$ cat src/rtl/nfp_pkg.sv
package nfp_pkg;

    localparam int LEN_W   = 16;
    localparam int STR_W   = 8;
    localparam int BYTE_W  = 8;
    localparam int DCNT_W  = 4;
    localparam int ACC_X_W = LEN_W + 4;

    localparam logic [DCNT_W-1:0] DIGIT_LIMIT = 4'd10;

    localparam logic [BYTE_W-1:0] CH_COLON = 8'h3A;
    localparam logic [BYTE_W-1:0] CH_COMMA = 8'h2C;
    localparam logic [BYTE_W-1:0] CH_NUL   = 8'h00;
    localparam logic [BYTE_W-1:0] CH_ZERO  = 8'h30;
    localparam logic [BYTE_W-1:0] CH_NINE  = 8'h39;

    localparam logic [LEN_W-1:0] MAX_LENGTH_RST  = 16'd4096;
    localparam logic [STR_W-1:0] MAX_STRINGS_RST = 8'd64;

    localparam logic CFG_MAX_LENGTH  = 1'b0;
    localparam logic CFG_MAX_STRINGS = 1'b1;

    typedef enum logic [2:0] {
        ERR_NONE         = 3'd0,
        ERR_INVALID_SIZE = 3'd1,
        ERR_NO_COLON     = 3'd2,
        ERR_TRUNCATED    = 3'd3,
        ERR_NO_COMMA     = 3'd4,
        ERR_TOO_MANY     = 3'd5
    } t_nfp_err;

    typedef struct packed {
        logic              eos;
        logic [BYTE_W-1:0] data;
        logic              is_digit;
        logic              is_colon;
        logic              is_comma;
        logic              is_nul;
        logic [3:0]        digit;
    } t_nfp_cmd;

    typedef struct packed {
        logic [LEN_W-1:0] max_length;
        logic [STR_W-1:0] max_strings;
    } t_nfp_cfg;

    typedef struct packed {
        logic              payload_valid;
        logic [BYTE_W-1:0] payload_byte;
        logic              string_end;
        logic [STR_W-1:0]  string_index;
        logic              frame_done;
        logic [LEN_W-1:0]  frame_length;
        t_nfp_err          error_code;
    } t_nfp_res;

endpackage

$ cat src/rtl/nfp_if.sv
interface nfp_req_if;
    import nfp_pkg::*;
    logic              valid;
    logic              ready;
    logic              opcode;
    logic [BYTE_W-1:0] data_byte;
    modport source (output valid, opcode, data_byte, input ready);
    modport sink   (input valid, opcode, data_byte, output ready);
endinterface

interface nfp_res_if;
    import nfp_pkg::*;
    logic              valid;
    logic              ready;
    logic              payload_valid;
    logic [BYTE_W-1:0] payload_byte;
    logic              string_end;
    logic [STR_W-1:0]  string_index;
    logic              frame_done;
    logic [LEN_W-1:0]  frame_length;
    logic [2:0]        error_code;
    modport source (output valid, payload_valid, payload_byte, string_end, string_index,
                    frame_done, frame_length, error_code, input ready);
    modport sink   (input valid, payload_valid, payload_byte, string_end, string_index,
                    frame_done, frame_length, error_code, output ready);
endinterface

interface nfp_cfg_if;
    import nfp_pkg::*;
    logic             valid;
    logic             ready;
    logic             index;
    logic [LEN_W-1:0] data;
    modport source (output valid, index, data, input ready);
    modport sink   (input valid, index, data, output ready);
endinterface

$ cat src/rtl/nfp_front.sv
module nfp_front (
    input  logic              i_clk,
    input  logic              i_rst_n,
    nfp_req_if.sink           i_req,
    output logic              o_cmd_valid,
    input  logic              i_cmd_ready,
    output nfp_pkg::t_nfp_cmd o_cmd
);
    import nfp_pkg::*;

    t_nfp_cmd   r_mem [2];
    logic       r_wptr, r_rptr;
    logic [1:0] r_count;
    t_nfp_cmd   w_cmd;
    logic       w_push, w_pop;

    always_comb begin
        w_cmd          = '0;
        w_cmd.eos      = i_req.opcode;
        w_cmd.data     = i_req.data_byte;
        w_cmd.is_digit = (i_req.data_byte >= CH_ZERO) && (i_req.data_byte <= CH_NINE);
        w_cmd.is_colon = (i_req.data_byte == CH_COLON);
        w_cmd.is_comma = (i_req.data_byte == CH_COMMA);
        w_cmd.is_nul   = (i_req.data_byte == CH_NUL);
        w_cmd.digit    = 4'(i_req.data_byte - CH_ZERO);
    end

    assign i_req.ready = (r_count != 2'd2);
    assign w_push      = i_req.valid && i_req.ready;
    assign o_cmd_valid = (r_count != 2'd0);
    assign w_pop       = o_cmd_valid && i_cmd_ready;
    assign o_cmd       = r_mem[r_rptr];

    always_ff @(posedge i_clk) begin
        if (w_push) begin
            r_mem[r_wptr] <= w_cmd;
        end
    end

    always_ff @(posedge i_clk) begin
        if (!i_rst_n) begin
            r_wptr  <= 1'b0;
            r_rptr  <= 1'b0;
            r_count <= 2'd0;
        end else begin
            if (w_push) begin
                r_wptr <= ~r_wptr;
            end
            if (w_pop) begin
                r_rptr <= ~r_rptr;
            end
            r_count <= r_count + 2'(w_push) - 2'(w_pop);
        end
    end

endmodule

$ cat src/rtl/nfp_back.sv
module nfp_back (
    input  logic              i_clk,
    input  logic              i_rst_n,
    input  logic              i_cmd_valid,
    output logic              o_cmd_ready,
    input  nfp_pkg::t_nfp_cmd i_cmd,
    input  nfp_pkg::t_nfp_cfg i_cfg,
    nfp_res_if.source         o_res
);
    import nfp_pkg::*;

    typedef enum logic [1:0] {
        PH_DIGITS  = 2'd0,
        PH_PAYLOAD = 2'd1,
        PH_COMMA   = 2'd2,
        PH_DISCARD = 2'd3
    } t_phase;

    t_phase              r_phase, n_phase;
    logic [LEN_W-1:0]    r_acc, n_acc;
    logic [DCNT_W-1:0]   r_digits, n_digits;
    logic [LEN_W-1:0]    r_remain, n_remain;
    logic [STR_W-1:0]    r_strcnt, n_strcnt;
    t_nfp_res            r_res, n_res;
    logic                r_out_valid;
    logic [ACC_X_W-1:0]  w_next_len;
    logic                w_fire;

    assign o_cmd_ready = !r_out_valid || o_res.ready;
    assign w_fire      = i_cmd_valid && o_cmd_ready;
    assign w_next_len  = ({4'b0, r_acc} << 3) + ({4'b0, r_acc} << 1)
                       + {{(ACC_X_W-4){1'b0}}, i_cmd.digit};

    always_comb begin
        n_phase  = r_phase;
        n_acc    = r_acc;
        n_digits = r_digits;
        n_remain = r_remain;
        n_strcnt = r_strcnt;
        n_res    = '0;
        if (i_cmd.eos) begin
            if (r_phase == PH_PAYLOAD || r_phase == PH_COMMA ||
                (r_phase == PH_DIGITS && r_digits != '0)) begin
                n_res.error_code = ERR_TRUNCATED;
            end
            n_phase  = PH_DIGITS;
            n_acc    = '0;
            n_digits = '0;
            n_remain = '0;
            n_strcnt = '0;
        end else begin
            unique case (r_phase)
                PH_DIGITS: begin
                    if (i_cmd.is_digit) begin
                        if (r_digits >= DIGIT_LIMIT ||
                            w_next_len > {4'b0, i_cfg.max_length}) begin
                            n_res.error_code = ERR_INVALID_SIZE;
                            n_phase          = PH_DISCARD;
                        end else begin
                            n_acc    = w_next_len[LEN_W-1:0];
                            n_digits = r_digits + DCNT_W'(1);
                        end
                    end else if (i_cmd.is_colon) begin
                        if (r_digits == '0) begin
                            n_res.error_code = ERR_INVALID_SIZE;
                            n_phase          = PH_DISCARD;
                        end else begin
                            n_remain = r_acc;
                            n_phase  = (r_acc == '0) ? PH_COMMA : PH_PAYLOAD;
                        end
                    end else begin
                        n_res.error_code = ERR_NO_COLON;
                        n_phase          = PH_DISCARD;
                    end
                end
                PH_PAYLOAD: begin
                    if (r_strcnt >= i_cfg.max_strings) begin
                        n_res.error_code = ERR_TOO_MANY;
                        n_phase          = PH_DISCARD;
                    end else begin
                        n_res.payload_valid = 1'b1;
                        n_res.payload_byte  = i_cmd.data;
                        n_res.string_index  = r_strcnt;
                        if (i_cmd.is_nul) begin
                            n_res.string_end = 1'b1;
                            n_strcnt         = r_strcnt + STR_W'(1);
                        end
                        n_remain = r_remain - LEN_W'(1);
                        if (r_remain == LEN_W'(1)) begin
                            n_phase = PH_COMMA;
                        end
                    end
                end
                PH_COMMA: begin
                    if (i_cmd.is_comma) begin
                        n_res.frame_done   = 1'b1;
                        n_res.frame_length = r_acc;
                        n_phase            = PH_DIGITS;
                        n_acc              = '0;
                        n_digits           = '0;
                        n_remain           = '0;
                        n_strcnt           = '0;
                    end else begin
                        n_res.error_code = ERR_NO_COMMA;
                        n_phase          = PH_DISCARD;
                    end
                end
                PH_DISCARD: begin
                end
                default: begin
                end
            endcase
        end
    end

    always_ff @(posedge i_clk) begin
        if (!i_rst_n) begin
            r_phase     <= PH_DIGITS;
            r_acc       <= '0;
            r_digits    <= '0;
            r_remain    <= '0;
            r_strcnt    <= '0;
            r_out_valid <= 1'b0;
        end else begin
            if (w_fire) begin
                r_phase  <= n_phase;
                r_acc    <= n_acc;
                r_digits <= n_digits;
                r_remain <= n_remain;
                r_strcnt <= n_strcnt;
                r_res    <= n_res;
            end
            if (o_cmd_ready) begin
                r_out_valid <= i_cmd_valid;
            end
        end
    end

    assign o_res.valid         = r_out_valid;
    assign o_res.payload_valid = r_res.payload_valid;
    assign o_res.payload_byte  = r_res.payload_byte;
    assign o_res.string_end    = r_res.string_end;
    assign o_res.string_index  = r_res.string_index;
    assign o_res.frame_done    = r_res.frame_done;
    assign o_res.frame_length  = r_res.frame_length;
    assign o_res.error_code    = r_res.error_code;

endmodule

$ cat src/rtl/netstring_frame_parser_top.sv
// Channel   Dir  Fields                                                 Accepted when
// i_req     in   opcode, data_byte                                      valid && ready
// o_res     out  payload_valid, payload_byte, string_end, string_index, valid && ready
//                frame_done, frame_length, error_code
// i_cfg     in   index (0 max_length, 1 max_strings), data              valid && ready
//
// One request per cycle while results are taken; a request passes the queue, then the registered parser.
// The parser handles each byte in one combinational step (length multiply-add by ten).
// A two-entry queue sits between classifier and parser; each side stalls on its own.
// Synchronous active-low reset clears the parser and restores the register defaults.
// Config writes are always ready.
module netstring_frame_parser_top (
    input  logic     i_clk,
    input  logic     i_rst_n,
    nfp_req_if.sink  i_req,
    nfp_res_if.source o_res,
    nfp_cfg_if.sink  i_cfg
);
    import nfp_pkg::*;

    t_nfp_cfg r_cfg;
    t_nfp_cmd w_cmd;
    logic     w_cmd_valid, w_cmd_ready;

    assign i_cfg.ready = 1'b1;

    always_ff @(posedge i_clk) begin
        if (!i_rst_n) begin
            r_cfg.max_length  <= MAX_LENGTH_RST;
            r_cfg.max_strings <= MAX_STRINGS_RST;
        end else if (i_cfg.valid) begin
            unique case (i_cfg.index)
                CFG_MAX_LENGTH:  r_cfg.max_length  <= i_cfg.data;
                CFG_MAX_STRINGS: r_cfg.max_strings <= i_cfg.data[STR_W-1:0];
                default: begin
                end
            endcase
        end
    end

    nfp_front u_front (
        .i_clk       (i_clk),
        .i_rst_n     (i_rst_n),
        .i_req       (i_req),
        .o_cmd_valid (w_cmd_valid),
        .i_cmd_ready (w_cmd_ready),
        .o_cmd       (w_cmd)
    );

    nfp_back u_back (
        .i_clk       (i_clk),
        .i_rst_n     (i_rst_n),
        .i_cmd_valid (w_cmd_valid),
        .o_cmd_ready (w_cmd_ready),
        .i_cmd       (w_cmd),
        .i_cfg       (r_cfg),
        .o_res       (o_res)
    );

endmodule

$ cat src/flat_wrapper.sv
// flat-port wrapper written by rule: the top's interface ports become plain ports
module netstring_frame_parser_top_flat import nfp_pkg::*;
  (i_clk, i_rst_n, i_req_valid, i_req_opcode, i_req_data_byte, i_req_ready, o_res_valid, o_res_payload_valid, o_res_payload_byte, o_res_string_end, o_res_string_index, o_res_frame_done, o_res_frame_length, o_res_error_code, o_res_ready, i_cfg_valid, i_cfg_index, i_cfg_data, i_cfg_ready);
  nfp_req_if i_req_i ();
  nfp_res_if o_res_i ();
  nfp_cfg_if i_cfg_i ();
  input  logic i_clk;
  input  logic i_rst_n;
  input wire logic [$bits(i_req_i.valid)-1:0] i_req_valid;
  input wire logic [$bits(i_req_i.opcode)-1:0] i_req_opcode;
  input wire logic [$bits(i_req_i.data_byte)-1:0] i_req_data_byte;
  output wire logic [$bits(i_req_i.ready)-1:0] i_req_ready;
  output wire logic [$bits(o_res_i.valid)-1:0] o_res_valid;
  output wire logic [$bits(o_res_i.payload_valid)-1:0] o_res_payload_valid;
  output wire logic [$bits(o_res_i.payload_byte)-1:0] o_res_payload_byte;
  output wire logic [$bits(o_res_i.string_end)-1:0] o_res_string_end;
  output wire logic [$bits(o_res_i.string_index)-1:0] o_res_string_index;
  output wire logic [$bits(o_res_i.frame_done)-1:0] o_res_frame_done;
  output wire logic [$bits(o_res_i.frame_length)-1:0] o_res_frame_length;
  output wire logic [$bits(o_res_i.error_code)-1:0] o_res_error_code;
  input wire logic [$bits(o_res_i.ready)-1:0] o_res_ready;
  input wire logic [$bits(i_cfg_i.valid)-1:0] i_cfg_valid;
  input wire logic [$bits(i_cfg_i.index)-1:0] i_cfg_index;
  input wire logic [$bits(i_cfg_i.data)-1:0] i_cfg_data;
  output wire logic [$bits(i_cfg_i.ready)-1:0] i_cfg_ready;
  assign i_req_i.valid = i_req_valid;
  assign i_req_i.opcode = i_req_opcode;
  assign i_req_i.data_byte = i_req_data_byte;
  assign i_req_ready = i_req_i.ready;
  assign o_res_valid = o_res_i.valid;
  assign o_res_payload_valid = o_res_i.payload_valid;
  assign o_res_payload_byte = o_res_i.payload_byte;
  assign o_res_string_end = o_res_i.string_end;
  assign o_res_string_index = o_res_i.string_index;
  assign o_res_frame_done = o_res_i.frame_done;
  assign o_res_frame_length = o_res_i.frame_length;
  assign o_res_error_code = o_res_i.error_code;
  assign o_res_i.ready = o_res_ready;
  assign i_cfg_i.valid = i_cfg_valid;
  assign i_cfg_i.index = i_cfg_index;
  assign i_cfg_i.data = i_cfg_data;
  assign i_cfg_ready = i_cfg_i.ready;
  netstring_frame_parser_top u_core (.i_clk(i_clk), .i_rst_n(i_rst_n), .i_req(i_req_i), .o_res(o_res_i), .i_cfg(i_cfg_i));
endmodule
$ cat config.mk
export PLATFORM = sky130hd
export DESIGN_NAME = netstring_frame_parser_top_flat
export DESIGN_NICKNAME = d
export VERILOG_FILES = /design/src/rtl/nfp_pkg.sv /design/src/rtl/nfp_if.sv /design/src/rtl/nfp_front.sv /design/src/rtl/nfp_back.sv /design/src/rtl/netstring_frame_parser_top.sv /design/src/flat_wrapper.sv
export SDC_FILE = /design/constraint.sdc
export NUM_CORES = 1
export LEC_CHECK = 0
export ABC_AREA = 1
export BUFFER_PORTS_ARGS = -buffer_cell sky130_fd_sc_hd__buf_2
export CORE_MARGIN = 5
export CORE_UTILIZATION = 26
export DETAILED_ROUTE_END_ITERATION = 10
export PLACE_DENSITY = 0.37
export SYNTH_ARGS = -nofsm -noshare
export SYNTH_HDL_FRONTEND = slang
export SYNTH_SLANG_ARGS = --single-unit
$ cat constraint.sdc
create_clock -name i_clk -period 11.95 [get_ports i_clk]
set_input_delay 1.195 -clock i_clk [delete_from_list [all_inputs] [get_ports i_clk]]
set_output_delay 1.195 -clock i_clk [all_outputs]
set_load 0.1 [all_outputs]
# [Yosys cells after proc, flatten, opt, wreduce, memory -nomap -nowiden]
# Memories as Yosys holds them, arrays and structs flattened. A register that Yosys moved wholly into a read port is not among the register bits.
# Index checks and enable logic that the tools add are counted.
[word_totals] ram_bits=34 reg_bits=113 mem_count=1 word_cells=130 output_inout_bits=41 inputBits=31
[mem_list] name="u_core.u_front.r_mem" depth=2 width=17 read_ports=1 rd_ports_with_merged_regs=1 write_ports=1 line_no="nfp_front.sv:11" source="t_nfp_cmd r_mem [2];"
[classes] muxes=47 n_eq_ne=16 n_addsub=8 n_lt_le_gt_ge=5 reduce_logical=29 bitwise=6
[op_table] cell="two-way mux 16 bit" count=9
[op_table] cell="case mux 16 bit (3 select lines)" count=1
[op_table] cell="two-way mux 8 bit" count=4
[op_table] cell="case mux 16 bit (2 select lines)" count=1
[op_table] cell="inequality test 3 bit (second input constant)" count=8
[op_table] cell="two-way mux 2 bit" count=11
[op_table] cell="adder 19 x 17 -> 20 bit" count=1
[op_table] cell="adder 20 x 4 -> 20 bit" count=1
[op_table] cell="greater-than comparator 20 x 16 -> 1 bit" count=1
[op_table] cell="two-way mux 18 bit" count=1
[op_table] cell="two-way mux 17 bit" count=1
[op_table] cell="equality test 16 x 1 -> 1 bit (second input constant)" count=1
[op_table] cell="equality test 8 x 6 -> 1 bit (second input constant)" count=2
[op_table] cell="logical NOT 16 bit" count=1
[op_table] cell="two-way mux 4 bit" count=4
[op_table] cell="case mux 8 bit (2 select lines)" count=1
[op_table] cell="subtractor 16 x 1 -> 16 bit (second input constant)" count=1
[op_table] cell="two-way mux 3 bit" count=4
[op_table] cell="AND reduction 5 bit" count=2
[op_table] cell="case mux 3 bit (3 select lines)" count=1
[op_table] cell="adder 8 x 1 -> 8 bit (second input constant)" count=1
[op_table] cell="greater-or-equal comparator 8 x 6 -> 1 bit (second input constant)" count=1
[op_table] cell="greater-or-equal comparator 8 bit" count=1
[op_table] cell="less-or-equal comparator 8 x 6 -> 1 bit (second input constant)" count=1
[op_table] cell="other kinds (28)" count=51

# [Depth between registers and ports, before layout]
# Gate-level depths: netlist (run 1).
[logic_depth] word_depth=8 depth_mapped=29 mapped_depth_nobuf=27

# [Cells and area by module]
# From an unflattened synthesis (run 1), not the netlist that was laid out.
[unflattened] hier_cells=1081 hier_area_um2=8406.8
[modules_own_cells] module="nfp_back" area_per_inst_um2=6084.6 n_inst=1 cells_per_inst=844 seq_area_each_um2=2082.0
[modules_own_cells] module="nfp_front" area_per_inst_um2=1323.8 n_inst=1 cells_per_inst=97 seq_area_each_um2=880.8
[modules_own_cells] module="netstring_frame_parser_top" area_per_inst_um2=998.5 n_inst=1 cells_per_inst=140 seq_area_each_um2=480.5

# [Worst setup path before layout (run 1)]
# No wires, ideal clock.
[synth_timing] path_kind="reg-to-reg" from="reg with a tool-made name" to="reg u_core.u_back.r_acc[0]" arrival_ns=3.809 required_ns=11.837 setup_ns=0.113 setup_slack_ns=8.029 synth_period_minus_slack_ns=3.921 n_path_buf=3 path_stages_with_launch=26 cell_sequence="dfxtp_1 -> buf_2 -> mux2i_1 -> fa_1 -> fa_1 -> inv_1 -> nand2_1 -> nand2_1 -> nand3_1 -> nand2_1 -> a31o_2 -> xnor2_1 -> inv_1 -> ha_1 -> nand2_1 -> nor2_1 -> a211oi_1 -> nand2_1 -> nand2_1 -> nand3_1 -> nand2_2 -> nand2_2 -> buf_6 -> buf_4 -> nor2_1 -> nor2_1"
[synth_rtl] item="to (signal assigned)" line_no="nfp_back.sv:127" source="r_acc <= n_acc;"
[synth_rtl] item="to (decl)" line_no="nfp_back.sv:20" source="logic [LEN_W-1:0] r_acc, n_acc;"

==> impl_metrics.ini, run 1 <==
[routing]
detail_route.vias_per_cell = 4.38
drt.antenna.violating_nets = 0
drc = 0
drt-initial-drc-count = 306
first_pass_drt_iterations = 5
routed_wire_length_per_instance_um = 14.9
final_routed_wirelength_across_all_metal_layers_mm = 22.3
vias = 6539

[cells_and_area]
area.growth.synth_to_final_pct = 16.9
final_layout_size_suffix_gt1_frac = 0.114
n_fill_cell = 3335
antennaDiodeCount = 0
final_nets = 1185
final-seq-area_um2 = 3440
total_area_of_multi_input_combinational_cells_um2 = 3820

[timing]
report.final.setup_viol = 0
report.final.hold_viol_count = 0
fin_crit_ps = 4880
fin_setup_tns_ps = 0
max_freq_mhz = 205
final_clock_period_utilization_by_the_worst_path = 0.409
worst_slew_pin_slew_ps = 963
timing.max_slew.rel_slack = 0.357
clock-skew-final_ps = 11.0
timing_max_transition_violations_final = 0
grt_setup_unrepaired = false

[grt]
grt_pass1_vias = 6553
gr-usage-all-layers = 0.132
gr-total-overflow = 0
wire_length_of_the_first_global_routing_pass_mm = 35.7
number_of_antenna_violations_at_the_first_check_in_global_routing = 0
grt_max_degree = 45

[clocking]
clk_root_buffer_cell = clkbuf_16
ctsHoldBuffers = 0
clock_path_buffers = 2
cts.htree.levels = 4
cts_post_setup_buffers_inserted = 0
tritoncts_clock_tree = built
clkLatencyLatePin_ps = 420
total_of_cells_resized_after_clock_tree_synthesis = 0
clkTransAtPathRegs_ps = 70
cts_inserted_buffers = 17
clkSinkCount = 140

[critical_path]
worst-endpoint-required_ps = 12260
worst-path-max-fanout = 38
cpMostUsedCell = nand2_1
cell_by_cell_listing_of_the_critical_path = mux2i_1 > fa_1 > inv_1 > ha_1 > nand2_1 > nand2_1 > nand2_1 > o21ai_1 > nand2_1 > nand2_1 > a21oi_1 > xor2_1 > inv_1 > ha_1 > nand2_1 > nor2_1 > a211oi_1 > nand2_1 > nand2_1 > nand3_1 > nand2_2 > nand2_2 > nor2_1 > nor2_1
timing.critical_path.arrival_ps = 5190
rr_worst_depth = 24
worst_setup_path_start_kind = flip-flop
worst_setup_end_kind = flip-flop
path_class = reg -> reg
cp_slowest_stage_delay_ps = 710
slowest_stage_cell_on_the_critical_path = dfxtp_1

[floorplan]
fp.dieH_um = 185
top_level_ports = 72
num_rows = 64
floorplan_die_width_um = 185
core_area_um2 = 30400
floorplan.initialDensity = 0.261
die-area_um2 = 34200

[power]
power_mw = 2.69
pwr_density_cell_nw_per_um2 = 290
max-vdd-ir-drop_v = 0.0000973
pleak_nw = 4.30
power.switching_mw = 1.32
sequentialPowerShare = 0.263
switching_share = 0.492
internal_power_mw = 1.37
clock_power_share = 0.205
pwr-share-comb = 0.532

[synth]
syn-num-nets = 1119
mappedNetlistArea_um2 = 7960
yosys.cell_types.count = 44
syn-instance-count = 1019
synth-seq-area-share = 0.433
ys_warn_count = 0
netlist.area_leader.share = 0.242
ys_seq_elements = 140
netlist.top_cell.by_area = edfxtp_1
synth.area.top_cells = edfxtp_1, dfxtp_1, ha_1, nand2_1, nor2_1
syn_area_per_cell_um2 = 7.81

[placed_design]
gp_congestion = 0.838
port-buffer-count = 70
hpwlAfterDp_mm = 16.5

[hold_path]
worstHoldStart = u_core.r_cfg[9]$_SDFFE_PN0P_
min-delay-path-class = reg -> reg
cells_on_worst_hold_path = 2

[job]
cap_viol_max_count = 0

[run_status]
outcome = complete, no violations
==> cell type report <==
type | count | share of cell area
clock buffer | 23 | 0.0526
clock inverter | 9 | 0.0114
inverter | 149 | 0.0602
multi-input combinational | 703 | 0.411
sequential | 140 | 0.370
tap | 396 | 0.0533
timing repair buffer | 74 | 0.0409
==> worst max-delay path, delay by kind of cell (launching register included) <==
family,cells,cell delay (ps)
simple gates,14,1730
fa+ha+maj,3,1190
flops,1,710
compound gates,3,460
xor+xnor,1,260
mux,1,250
buf+inv,2,140
==> cell usage after synthesis, drive strengths merged <==
master / instances
or2: 3
conb: 1
o22ai: 9
ha: 67
and3: 2
xor2: 14
nor4: 3
buf: 12
nand3: 31
and2: 3
nor2: 152
a31oi: 2
clkbuf: 15
fa: 2
nand3b: 1
o31ai: 2
o21ai: 65
o311ai: 1
o211ai: 2
a31o: 3
nand2: 209
o21a: 2
a211oi: 5
edfxtp: 64
mux2i: 4
xnor2: 3
o21bai: 1
nand4: 14
nor3b: 1
a21oi: 87
dfxtp: 76
inv: 149
nor3: 14
==> power by group through the flow <==
stage | Sequential, mW | Clock (mW) | Combinational [mW]
after floorplan | 0.912 | 0 | 0.904
after global placement | 0.722 | 0 | 1.46
after detailed placement | 0.721 | 0 | 1.45
after CTS | 0.713 | 0.564 | 1.46
after global routing | 0.726 | 0.586 | 1.63
final | 0.709 | 0.552 | 1.43
==> path summary, 6_finish.rpt <==
kind,slack (ps),endpoint
min,460,u_core.r_cfg[9]$_SDFFE_PN0P_
max,7070,u_core.u_back.r_acc[13]$_SDFFE_PN0P_
min reg2reg,460,u_core.r_cfg[9]$_SDFFE_PN0P_
max reg2reg,7070,u_core.u_back.r_acc[13]$_SDFFE_PN0P_
==> layer usage <==
metal	GRT usage	vias up	wire length [µm]
met5	0	-	0
met4	0.0299	0	114
met3	0.0228	9	573
met2	0.221	81	10600
met1	0.180	2988	11000
li1	-	3461	-
==> through the flow <==
step	instance area, µm²	cells	setup WS (ps)	util	hold slack [ps]
6_report	9300	1494	7070	0.306	463
5_1_grt	9300	1494	6550	0.306	487
4_1_cts	9300	1494	6970	0.306	461
3_5_place_dp	8700	1462	7020	0.286	451
3_3_place_gp	8700	1462	7090	0.286	438
2_1_floorplan	7960	1019	8030	-	426
==> kinds of logic after synthesis <==
group,count (synthesis),synth area share
AND/OR/NAND/NOR,433,0.223
AO/OA/AOI/OAI,179,0.122
buffers and inverters,176,0.0874
flip-flops,140,0.433
adder cells (fa/ha/maj),69,0.110
XOR/XNOR,17,0.0187
multiplexers,4,0.00503
other,1,0.000471
==> layout by cell type, fill, tap and decap left out, drive strengths merged, types with 23 or more instances in the layout <==
master / netlist / routed
nor2: 152 / 152
clkbuf: 15 / 23
inv: 149 / 152
nand2: 209 / 209
o21ai: 65 / 65
edfxtp: 64 / 64
a21oi: 87 / 87
dfxtp: 76 / 76
buf: 12 / 74
ha: 67 / 67
nand3: 31 / 31
==> state kept, by name, indices dropped and copies added, names as in the netlist, named ones only <==
register and cells:
u_core.u_front.r_mem 26, u_core.r_cfg 24, u_core.u_back.o_res.frame_length 16, u_core.u_back.r_acc 16
u_core.u_back.r_remain 16, u_core.u_back.o_res.payload_byte 8, u_core.u_back.o_res.string_index 8, u_core.u_back.r_strcnt 8
u_core.u_back.r_digits 4, u_core.u_back.o_res.error_code 3, u_core.u_back.r_phase 2, u_core.u_front.r_count 2
u_core.u_back.o_res.frame_done 1, u_core.u_back.o_res.payload_valid 1, u_core.u_back.o_res.string_end 1, u_core.u_back.o_res.valid 1
u_core.u_front.r_rptr 1, u_core.u_front.r_wptr 1
Note: power is estimated with default switching activity, not from simulation.
==> run 2, diff against run 1 <==
Settings changed: ABC_AREA 1 to 0, PLACE_DENSITY 0.37 to 0.39.
Clock period 11.95 ns to 3.9 ns, I/O delays scaled along.
==> run 2 against run 1 <==
Compared with the run above:
- the flow now finishes with violations (negative setup slack)
- combinational power is 76% higher
- register-to-register slack worse by 8000 ps
- routed wire length is 5.8% higher
- count of clock-buffer cells in the layout is 6 lower
- highest routed layer unchanged
==> impl_metrics.ini, run 2 <==
[grt]
number_of_antenna_violations_at_the_first_check_in_global_routing = 0
gr-total-overflow = 0
gr-usage-all-layers = 0.143
wire_length_of_the_first_global_routing_pass_mm = 37.5
grt_max_degree = 54
grt_pass1_vias = 6593

[cells_and_area]
largest_registers = u_core.u_front.r_mem (26), u_core.r_cfg (24)
antennaDiodeCount = 0
largest_reg_flops = 26
finalCoreUtilization = 0.339
area.growth.synth_to_final_pct = 28.5
layout_commonest_cell = buf_4
final_cell_mix = buf_4, nand2_1, dfxtp_1
layout.cells.non_filler = 1395
register_ranked_first_by_flip_flop_count = u_core.u_front.r_mem
final_layout_size_suffix_gt1_frac = 0.251
final_nets = 1092

[floorplan]
core_area_um2 = 29600
top_level_ports = 72
num_rows = 63
floorplan.initialDensity = 0.264
fp.dieH_um = 183
die-area_um2 = 33600
floorplan_die_width_um = 183

[synth]
ys_warn_count = 0
syn-instance-count = 832
yosys.cell_types.count = 69
mappedNetlistArea_um2 = 7810
synth.area.top_cells = edfxtp_1, dfxtp_1, ha_1, nand2_1, a21oi_1
synth-seq-area-share = 0.441
ys_seq_elements = 140
syn_area_per_cell_um2 = 9.39
syn-num-nets = 932
async_flop_share = 0
ys.flop_type = dfxtp_1
synthMostInstantiatedCell = nand2_1
netlist.area_leader.share = 0.246
netlist.top_cell.by_area = edfxtp_1
synth_commonest_cells = nand2_1, dfxtp_1, ha_1
synth_enable_flop_cells = 64

[power]
max-vdd-ir-drop_v = 0.000358
pwr_density_cell_nw_per_um2 = 607
power_mw = 6.09
pleak_nw = 4.19

[run_status]
violations_in_the_final_reports = negative setup slack
outcome = finished, violations left

[timing]
final_clock_period_utilization_by_the_worst_path = 1.24
worst_slew_pin_slew_ps = 1180
report.final.setup_viol = 23
fin_crit_ps = 4840
timing.max_slew.rel_slack = 0.213
grt_setup_unrepaired = true
report.final.hold_viol_count = 0
timing_max_transition_violations_final = 0
clock-skew-final_ps = 13.5
max_freq_mhz = 207
min_hold_slack_ps = 154
fin_setup_tns_ps = -20420
setup_ws_post_layout_ps = -935

[clocking]
tritoncts_clock_tree = built
clkTransAtPathRegs_ps = 70
clkSinkCount = 140
cts_inserted_buffers = 17
clock_path_buffers = 2
clk_root_buffer_cell = clkbuf_16
cts.htree.levels = 4
clkLatencyLatePin_ps = 430

[routing]
routed_wire_length_per_instance_um = 16.9
final_routed_wirelength_across_all_metal_layers_mm = 23.6
detailroute.wirelength.met3_um = 421
met1_length_mm = 11.7
met2_length_mm = 11.3
detail_route.vias_per_cell = 4.71
drt-initial-drc-count = 263
highest_layer = met4
drt.antenna.violating_nets = 0
drc = 0
vias = 6571
first_pass_drt_iterations = 4

[critical_path]
worst-endpoint-required_ps = 4190
path_class = reg -> reg
timing.critical_path.arrival_ps = 5130
worst_setup_end_kind = flip-flop
worst-path-max-fanout = 5
worst_setup_path_start_kind = flip-flop

[placed_design]
hpwlAfterDp_mm = 17.5
placed_cells_incl_taps = 1354
gp_congestion = 0.785
port-buffer-count = 70

[job]
cap_viol_max_count = 0

[hold_path]
min-delay-path-class = in -> reg
run 2: cell count changes after synthesis, moves of 15 or more:
cell	previous run	this run
o21ai_0	62	34
inv_1	144	46
clkbuf_1	15	30
nand2_1	205	90
nor2_1	148	50
a21oi_1	85	63
and2_1	3	28
run 2: per-stage QoR:
step / setup WS (ps) / area [µm²]
global placement: -978 / 9280
global route: -1150 / 10000
finish: -935 / 10000
detailed placement: -1070 / 9280
floorplan: -842 / 7860
CTS: -1010 / 10000
run 2: logic make-up (layout without fill, tap and decap cells):
| family | after synthesis | count (layout) | synth area share |
|---|---|---|---|
| AOI/OAI and AO/OA | 204 | 204 | 0.173 |
| xor gates and xnor gates | 20 | 20 | 0.0224 |
| adders and majority gates | 69 | 69 | 0.112 |
| buffers and inverters | 87 | 260 | 0.0458 |
| DFF | 140 | 140 | 0.441 |
| muxes | 16 | 16 | 0.0211 |
| other | 1 | 1 | 0.000480 |
| and+or+nand+nor | 295 | 295 | 0.184 |
run 2: worst max-delay path, stage by stage, from the launching register on:
cell	delay (ps)
dfxtp_4	390
mux2i_4	270
fa_1	490
fa_2	410
nand2b_1	170
a21o_1	220
buf_4	160
a31o_2	240
nor2b_1	150
xnor2_2	170
ha_1	210
a211o_1	280
a21oi_2	150
o211ai_1	100
or3_1	330
a21oi_2	200
and4_4	270
o221a_4	260
buf_4	160
o31ai_1	70
run 2: timing repair:
item	in CTS	in global routing
setup buffers	5	3
cloned	1	0
pin swaps	13	9
gates resized for setup	11	5
endpoints found under the setup margin	23	23
hold buffers	0	0
run 2: path summary, 6_finish.rpt:
path | depth (start not counted) | from | endpoint | slack, ps
worst max-delay path | 19 | flip-flop | u_core.u_back.r_acc[0]$_SDFFE_PN0P_ | -940
worst min-delay path | 1 | i_req_opcode | u_core.u_front.r_mem[1][16]$_DFFE_PP_ | 150
worst max register to register | 19 | flip-flop | u_core.u_back.r_acc[0]$_SDFFE_PN0P_ | -940
worst min register to register | 2 | u_core.r_cfg[3]$_SDFFE_PN0P_ | u_core.r_cfg[3]$_SDFFE_PN0P_ | 460
run 2: final cells by class:
| cell class | instances | area (µm²) |
|---|---|---|
| Clock buffer | 17 | 425 |
| Clock inverter | 15 | 189 |
| Fill cell | 3161 | 19600 |
| Inverter | 48 | 180 |
| Multi-Input combinational cell | 605 | 4100 |
| Sequential cell | 140 | 3450 |
| Tap cell | 390 | 488 |
| Timing Repair Buffer | 180 | 1210 |
run 2: power breakdown:
part | switching [mW] | total [mW] | internal [mW]
registers | 0.130 | 1.91 | 1.78
clock network | 0.802 | 1.67 | 0.873
logic | 1.71 | 2.51 | 0.798
run 2: metal layers:
| metal | global-route usage | vias to the layer above |
|---|---|---|
| met5 | 0 | - |
| met4 | 0.0322 | 0 |
| met3 | 0.0212 | 13 |
| met2 | 0.240 | 61 |
| met1 | 0.196 | 3144 |
| li1 | - | 3353 |
==> run 3, diff against run 2 <==
Settings changed: CORE_ASPECT_RATIO from default to 2.
==> run 3 against run 2 <==
Compared with the run above:
- the run still ends with negative setup slack left
- core utilization increased by 0.64 points
- total power increased by 2.0%
- combinational power increased by 10%
- setup slack improved by 76 ps
- critical endpoint unchanged
- highest routed layer unchanged
==> impl_metrics.ini, run 3 (same netlist as run 2, synthesis figures left out) <==
[cells_and_area]
final_nets = 1094
n_fill_cell = 3129
largest_reg_flops = 26
antennaDiodeCount = 0
layout_commonest_cell = buf_4
finalCoreUtilization = 0.345
final_layout_size_suffix_gt1_frac = 0.271
largest_registers = u_core.u_front.r_mem (26), u_core.r_cfg (24)
final_cell_mix = buf_4, nand2_1, dfxtp_1
register_ranked_first_by_flip_flop_count = u_core.u_front.r_mem
final-seq-area_um2 = 3450
total_area_of_multi_input_combinational_cells_um2 = 4320
area.growth.synth_to_final_pct = 30.9

[critical_path]
timing.critical_path.arrival_ps = 5070
worst-path-max-fanout = 8
worst_setup_path_start_kind = flip-flop
path_class = reg -> reg
worst-endpoint-required_ps = 4210
regToRegSetupSlack_ps = -860
worst_setup_end_kind = flip-flop

[run_status]
outcome = finished, violations left
violations_in_the_final_reports = negative setup slack

[clocking]
tritoncts_clock_tree = built
clkSinkCount = 140
clk_root_buffer_cell = clkbuf_16
clkTransAtPathRegs_ps = 60
clock_path_buffers = 2
clkLatencyLatePin_ps = 440
ctsHoldBuffers = 0
cts_inserted_buffers = 17
cts.htree.levels = 4

[routing]
detail_route.vias_per_cell = 4.90
drt.antenna.violating_nets = 0
final_routed_wirelength_across_all_metal_layers_mm = 25.8
first_pass_drt_iterations = 4
routed_wire_length_per_instance_um = 18.9
drt-initial-drc-count = 203
vias = 6709
drc = 0

[grt]
grt_max_degree = 36
grt_pass1_vias = 7021
number_of_antenna_violations_at_the_first_check_in_global_routing = 0
gr-total-overflow = 0
gr-usage-all-layers = 0.154
wire_length_of_the_first_global_routing_pass_mm = 39.5

[timing]
max_freq_mhz = 210
fin_crit_ps = 4760
grt_setup_unrepaired = true
report.final.hold_viol_count = 0
timing_max_transition_violations_final = 0
setup_ws_post_layout_ps = -859
clock-skew-final_ps = 9.68
worst_slew_pin_slew_ps = 1110
timing.max_slew.rel_slack = 0.261
min_hold_slack_ps = 140
fin_setup_tns_ps = -18750
report.final.setup_viol = 23
final_clock_period_utilization_by_the_worst_path = 1.22

[floorplan]
num_rows = 89
core_area_um2 = 29600
floorplan_die_width_um = 133
top_level_ports = 72
floorplan.initialDensity = 0.264
fp.dieH_um = 255
die-area_um2 = 33800

[power]
pleak_nw = 4.23
max-vdd-ir-drop_v = 0.000366
pwr_density_cell_nw_per_um2 = 608

[hold_path]
min-delay-path-class = in -> reg

[placed_design]
port-buffer-count = 70
pre_cts_slack_ps = -1020
hpwlAfterDp_mm = 19.8
gp_congestion = 0.833

[job]
cap_viol_max_count = 0
[run 3: layer usage]
metal  vias up  share of wire  wire [µm]  global-route usage
met1      3214           0.36       9220               0.144
met5         -              0          0                   0
li1       3353              -          -                   -
met2        94           0.57      14700               0.306
met3        48          0.018        477              0.0238
met4         0          0.055       1420              0.0966
[run 3: final timing paths]
check,start,to,depth (start not counted)
max reg2reg,flip-flop,u_core.u_back.r_acc[0]$_SDFFE_PN0P_,20
max,flip-flop,u_core.u_back.r_acc[0]$_SDFFE_PN0P_,20
min reg2reg,u_core.r_cfg[14]$_SDFFE_PN0P_,u_core.r_cfg[14]$_SDFFE_PN0P_,2
min,i_req_opcode,u_core.u_front.r_mem[1][16]$_DFFE_PP_,1
[run 3: timing repair]
action,4_1_cts,5_1_grt
pin swaps,19,34
buffers inserted,7,3
setup endpoints to repair,23,23
resized for setup,15,46
gates cloned,0,1
[run 3: worst max-delay path, cell delays in order, from the launching register on]
cell	delay, ps
dfxtp_4	360
mux2i_4	190
fa_1	550
inv_1	60
ha_1	290
a211o_1	280
o211a_1	150
a31o_4	240
a21oi_4	160
o21ai_2	80
xor2_2	150
ha_1	300
a211o_1	270
a21oi_2	150
o211ai_1	120
or3_1	340
a21oi_2	170
and4_4	280
o221a_4	260
buf_12	150
o31ai_4	50
[run 3: power by group]
part / leakage, nW / total (mW) / switching, mW / internal [mW]
registers: 1.23 / 1.90 / 0.121 / 1.78
clock network: 0.264 / 1.56 / 0.680 / 0.879
logic: 2.73 / 2.76 / 1.85 / 0.908
[run 3: cell type report]
cell class | count | share of cell area
multi-input combinational | 605 | 0.422
tap | 364 | 0.0445
clock buffer | 19 | 0.0423
sequential | 140 | 0.337
timing repair buffer | 182 | 0.125
clock inverter | 12 | 0.0114
inverter | 48 | 0.0176
[run 3: stage by stage]
step           cells  area, µm²  total power, mW
3_5_place_dp    1328       9270             4.52
4_1_cts         1366       9950             6.17
3_3_place_gp    1328       9270             4.52
2_1_floorplan    832       7860             3.71
5_1_grt         1370      10200             6.57
6_report        1370      10200             6.22
